## src/rtl/core/spq_pkg.sv

```systemverilog
// Types and constants of the sorted priority queue.
// No dependencies; used by the cell, the top level and the checker.
package spq_pkg;

  localparam int QUEUE_DEPTH_DEF = 16;
  localparam int OCC_W = 5;

  localparam logic OP_INSERT = 1'b0;
  localparam logic OP_REMOVE = 1'b1;

  typedef enum logic [1:0] {
    ST_OK    = 2'd0,
    ST_EMPTY = 2'd1,
    ST_FULL  = 2'd2
  } status_t;

  typedef struct packed {
    logic       opcode;
    logic [7:0] item_value;
    logic [2:0] item_priority;
  } in_item_t;

  typedef struct packed {
    logic             removed_valid;
    logic [7:0]       removed_value;
    logic [2:0]       removed_priority;
    status_t          status;
    logic [OCC_W-1:0] occupancy;
  } out_item_t;

  typedef struct packed {
    logic [7:0] value;
    logic [2:0] prio;
  } entry_t;

  // Strobes that move the whole chain together.
  typedef struct packed {
    logic ins;
    logic rem;
  } cmd_t;

endpackage

```

## src/rtl/core/spq_cell.sv

```systemverilog
// One slot of the sorted chain: holds an entry and hands it to a neighbor.
// Depends on spq_pkg.
module spq_cell
  import spq_pkg::*;
(
  input  logic   clk,
  input  cmd_t   cmd,
  input  entry_t new_entry,
  input  entry_t prev_entry,
  input  entry_t next_entry,
  input  logic   prev_keep,
  input  logic   occupied,
  output logic   keep,
  output entry_t entry
);

  entry_t entry_r;
  entry_t entry_nxt;

  // A held entry stays in place when it ranks at or above the new one.
  assign keep  = occupied && (entry_r.prio >= new_entry.prio);
  assign entry = entry_r;

  always_comb begin
    entry_nxt = entry_r;
    priority if (cmd.ins) begin
      // The first cell that does not keep takes the new entry; the rest shift.
      if (!keep) begin
        entry_nxt = prev_keep ? new_entry : prev_entry;
      end
    end else if (cmd.rem) begin
      entry_nxt = next_entry;
    end else begin
      entry_nxt = entry_r;
    end
  end

  always_ff @(posedge clk) begin
    entry_r <= entry_nxt;
  end

endmodule

```

## src/rtl/core/stable_priority_queue_top.sv

```systemverilog
// Top level of the sorted priority queue: a chain of slot cells, the fill
// count and the result register. Depends on spq_pkg and spq_cell.
//
// The queue accepts one insert or remove transaction per clock cycle and
// returns its result in the output register on the next cycle. Every slot
// compares its priority with the incoming one in parallel and the chain
// shifts by one position at once, so the rate is one transaction
// per cycle for as long as the result side does not stall; in_stall follows
// out_stall while a result is waiting. Entries of equal priority leave in
// arrival order. An insert into a full queue is dropped with status full,
// a remove from an empty queue reports status empty. No clearing pass is
// needed after reset.
module stable_priority_queue_top
  import spq_pkg::*;
#(
  parameter int QUEUE_DEPTH = QUEUE_DEPTH_DEF
) (
  input  logic      clk,
  input  logic      rst_n,
  input  logic      in_valid,
  output logic      in_stall,
  input  in_item_t  in_data,
  output logic      out_valid,
  input  logic      out_stall,
  output out_item_t out_data
);

  localparam int CNT_W = $clog2(QUEUE_DEPTH + 1);

  logic [CNT_W-1:0] count_r;
  logic [CNT_W-1:0] count_nxt;
  logic             out_valid_r;
  logic             out_valid_nxt;
  out_item_t        out_data_r;
  out_item_t        out_data_nxt;

  logic             accept;
  logic             full;
  logic             empty;
  logic             is_ins;
  cmd_t             cmd;
  entry_t           new_entry;

  entry_t           entries [QUEUE_DEPTH];
  logic             keeps   [QUEUE_DEPTH];
  logic [QUEUE_DEPTH-1:0] occupied;

  logic [CNT_W+OCC_W-1:0] occ_wide;

  assign in_stall  = out_valid_r && out_stall;
  assign accept    = in_valid && !in_stall;
  assign is_ins    = (in_data.opcode == OP_INSERT);
  assign full      = (count_r == CNT_W'(QUEUE_DEPTH));
  assign empty     = (count_r == '0);
  assign cmd.ins   = accept && is_ins && !full;
  assign cmd.rem   = accept && !is_ins && !empty;
  assign new_entry = '{value: in_data.item_value, prio: in_data.item_priority};

  genvar i;
  generate
    for (i = 0; i < QUEUE_DEPTH; i++) begin : g_cell
      entry_t prev_e;
      entry_t next_e;
      logic   prev_k;

      assign occupied[i] = (CNT_W'(i) < count_r);

      if (i == 0) begin : g_first
        assign prev_e = new_entry;
        assign prev_k = 1'b1;
      end else begin : g_mid
        assign prev_e = entries[i-1];
        assign prev_k = keeps[i-1];
      end

      if (i == QUEUE_DEPTH - 1) begin : g_last
        assign next_e = entries[i];
      end else begin : g_inner
        assign next_e = entries[i+1];
      end

      spq_cell u_cell (
        .clk        (clk),
        .cmd        (cmd),
        .new_entry  (new_entry),
        .prev_entry (prev_e),
        .next_entry (next_e),
        .prev_keep  (prev_k),
        .occupied   (occupied[i]),
        .keep       (keeps[i]),
        .entry      (entries[i])
      );
    end
  endgenerate

  always_comb begin
    count_nxt = count_r;
    if (cmd.ins) begin
      count_nxt = count_r + 1'b1;
    end else if (cmd.rem) begin
      count_nxt = count_r - 1'b1;
    end
  end

  assign occ_wide = {{OCC_W{1'b0}}, count_nxt};

  always_comb begin
    out_data_nxt                  = '0;
    out_data_nxt.occupancy        = occ_wide[OCC_W-1:0];
    unique case (in_data.opcode)
      OP_INSERT: begin
        out_data_nxt.status = full ? ST_FULL : ST_OK;
      end
      OP_REMOVE: begin
        if (empty) begin
          out_data_nxt.status = ST_EMPTY;
        end else begin
          out_data_nxt.status           = ST_OK;
          out_data_nxt.removed_valid    = 1'b1;
          out_data_nxt.removed_value    = entries[0].value;
          out_data_nxt.removed_priority = entries[0].prio;
        end
      end
      default: begin
        out_data_nxt.status = ST_OK;
      end
    endcase
  end

  always_comb begin
    out_valid_nxt = out_valid_r;
    if (accept) begin
      out_valid_nxt = 1'b1;
    end else if (!out_stall) begin
      out_valid_nxt = 1'b0;
    end
  end

  always_ff @(posedge clk) begin
    if (!rst_n) begin
      count_r     <= '0;
      out_valid_r <= 1'b0;
    end else begin
      count_r     <= count_nxt;
      out_valid_r <= out_valid_nxt;
    end
  end

  always_ff @(posedge clk) begin
    if (accept) begin
      out_data_r <= out_data_nxt;
    end
  end

  assign out_valid = out_valid_r;
  assign out_data  = out_data_r;

endmodule

```

## config.mk

```make
export PLATFORM = sky130hd
export DESIGN_NAME = stable_priority_queue_top
export DESIGN_NICKNAME = d
export VERILOG_FILES = /design/src/rtl/core/spq_pkg.sv /design/src/rtl/core/spq_cell.sv /design/src/rtl/core/stable_priority_queue_top.sv
export SDC_FILE = /design/constraint.sdc
export NUM_CORES = 1
export LEC_CHECK = 0
export ABC_AREA = 1
export BUFFER_PORTS_ARGS = -buffer_cell sky130_fd_sc_hd__buf_2
export CELL_PAD_IN_SITES_DETAIL_PLACEMENT = 0
export CELL_PAD_IN_SITES_GLOBAL_PLACEMENT = 2
export CORE_UTILIZATION = 39
export DETAILED_ROUTE_END_ITERATION = 8
export HOLD_SLACK_MARGIN = 0.02
export PLACE_DENSITY = 0.77
export SYNTH_ARGS = -nofsm -noshare
export SYNTH_HDL_FRONTEND = slang
export SYNTH_SLANG_ARGS = --single-unit
```

## constraint.sdc

```tcl
create_clock -name clk -period 2.5 [get_ports clk]
set_clock_uncertainty 0.05 [all_clocks]
set_input_delay 0.25 -clock clk [delete_from_list [all_inputs] [get_ports clk]]
set_output_delay 0.25 -clock clk [all_outputs]
set_load 0.03 [all_outputs]
```

==> run summary <==
Die width: 174 um
Least-Margin Pin Slew: 870 ps
Commonest non-fill, non-tap cell in the layout: nand2_1
Leak: 6.27 nW
Worst-Skew Late Latency: 530 ps
Crit path arrival time: 2310 ps
Clk buf depth: 3
Xor and xnor area share after synthesis: 0.0760%
Pre-CTS setup slack: 308 ps
Inst Count DP: 1768
Total Routed Length: 35500 um
Worst-path clk slew: 60 ps
Layout Cells excl Fill: 1816
Via Count: 9268
Post-synthesis mux area share: 0%
Crit path required time: 2610 ps
CP Max Fanout: 38
Drt drc: 0
Setup_tns: 0 ps
Clock sink count: 201
Resize count post-CTS: 0
Status: complete, no violations
Placer's final routability congestion estimate: 0.837
Rel. slew slack: 42.0%
Total global-route track usage: 23.8%
Post-synth net total: 1427
Core box area: 28900 um2
Family with the most delay on the worst path: simple AND/OR/NAND/NOR gates
Slowest stage cell, crit path: nand2_1
Mapped Area: 11500 um2
Power per cell area: 857 nW/um2
Setup repair after global routing missed its margin: no
Max Slew Vio Count: 0
Share of cells above drive strength 1: 10.5%
Die area: 30300 um2
Commonest non-fill, non-tap cells in the layout: nand2_1 (528), edfxtp_1 (195), inv_1 (118)
GRT overflow: 0
Startpoint Class: register
Compound-Gate Fraction of Synth Area: 12.3%
Area grow syn2layout: 13.2%
Clk pwr share: 29.9%
DRT antenna net count: 0
Tcrit/Tclk final: 87.8%
Initial antenna violation count: 0
Initial Utilization: 40.0%
Cells after Synth: 1359
# setup viols final: 0
#FFs+latches synth: 201
Critical path's largest stage delay: 410 ps
CTS tree: yes
Crit-path cells: inv_1 > ha_1 > nand2_2 > inv_2 > nand2_4 > nand2_4 > inv_4 > buf_12 > nand2_1 > nand2_1
Mean Syn Cell Area: 8.48 um2
Comb power frac: 26.9%
Synth top area cells: edfxtp_1 (51%), nand2_1 (17%), ha_1 (5.6%), o21ai_1 (4.8%), a21oi_1 (3.9%)
Global-route wire length before repair: 54400 um
Std cell rows: 62
Nets: 1481
Fmax: 455 MHz
DP Wirelength: 25000 um
CTS H-tree depth: 1
Sequential Power Share: 43.2%
CP Class: register to register
Final Hold Fails: 0
VDD IR-drop max: 0.493 mV
Vias per inst: 5.10
Setup ws final: 304 ps
PortBufs: 36
Final min period: 2200 ps
Hold Path Class: primary input to register
Max Cap Violations: 0
Total power: 11.2 mW
I/O Pins: 37
Crit end category: register
TritonCTS Buffers: 25
Number of global-route vias before repair: 8826
N_diodes: 0
Adder-cell share of the synthesized area: 5.64%
Worst path bufs/invs: 4
Area share of and/or/nand/nor cells after synthesis: 22.6%
YS warnings: 0
Starting DRT DRC Count: 794
Hold WS: 65.5 ps
Sw Share: 33.6%
Post-synth cell types: 27
Leading area contributor after synthesis: edfxtp_1
Largest net degree at the start of global routing: 77
Routed len/inst: 19.6 um
Main combinational cell family by area after synthesis: simple AND/OR/NAND/NOR gates
DR pass1 iterations: 5
Die Ht: 174 um
Share of the synthesized area in the top cell type: 50.8%
Internal: 7.43 mW
CTS root buffer: clkbuf_16
Net Sw Power: 3.75 mW
Register area share after synthesis: 51.8%
-- power by group through the flow --
stage	Combinational, mW	Sequential, mW	Clock [mW]
after floorplan	1.96	4.85	0
after global placement	2.96	4.89	0
after detailed placement	2.99	4.90	0
after CTS	3.01	4.83	3.43
after global routing	3.40	4.89	3.53
final	3.01	4.83	3.34
-- state kept, by name (all words and copies together) (netlist names) --
| register | count |
|---|---|
| g_cell.u_cell.entry | 176 |
| out_data | 19 |
| count_r | 5 |
| out_valid | 1 |
-- routing by layer --
layer	up-vias	GRT usage, %	routed length, um	part of all wire (%)
met5	-	0	0	0
met4	0	6.03	838	2.4
met3	47	2.91	1740	4.9
met2	262	35.2	15000	42
met1	4325	36.5	17900	51
li1	4634	-	-	-
-- worst paths after layout --
path                           from                                   to  slack (ps)  cells past startpoint
max           count_r[1]$_SDFF_PN0_  g_cell[6].u_cell.entry[4]$_DFFE_PP_         300                     10
min                        in_valid               out_valid$_SDFFE_PN0P_          70                      3
max reg2reg   count_r[1]$_SDFF_PN0_  g_cell[6].u_cell.entry[4]$_DFFE_PP_         300                     10
min reg2reg  out_valid$_SDFFE_PN0P_               out_valid$_SDFFE_PN0P_         450                      2
-- cell families (layout without fill, tap and decap cells) --
family / Yosys count / in the layout
flops: 201 / 201
compound gates: 281 / 281
buf+inv: 192 / 265
fa+ha+maj: 52 / 52
xor+xnor: 1 / 1
simple gates: 632 / 632
-- through the flow --
stage	instance area, um2	utilization (%)
after floorplan	11500	-
after global placement	12300	42.6
after detailed placement	12300	42.6
after CTS	13100	45.2
after global routing	13100	45.2
final	13100	45.2
-- synthesized netlist by cell type --
cell type	number
nand2_1	528
edfxtp_1	195
inv_1	118
o21ai_1	110
a21oi_1	91
o21ai_0	75
ha_1	52
nand3_1	49
buf_2	31
clkbuf_1	25
nor2_1	21
nand2_4	15
buf_6	12
nand3b_1	7
dfxtp_1	6
nand2_2	4
nand4_1	4
o211ai_1	4
inv_2	3
nor2_4	2
a31oi_1	1
buf_4	1
buf_8	1
inv_4	1
nor2_2	1
nor3_1	1
xor2_1	1
-- cell type report --
type                    instances  area, um2
fillers                      2870      15800
clock inverters                10       72.6
multi-input cells             966       4690
clock buffers                  36        667
repair buffers                 97        706
flip-flops and latches        201       5980
well taps                     384        480
inverters                     122        460
-- timing repair --
action / CTS / global route
setup buffers: 0 / 0
hold endpoints to repair: 3 / 0
hold buffers: 2 / 0
-- tightest hold or removal path: stages --
cell,delay [ps]
buf_2,90
nand2_1,130
a21oi_1,140
Power figures use the tool's default switching activity.
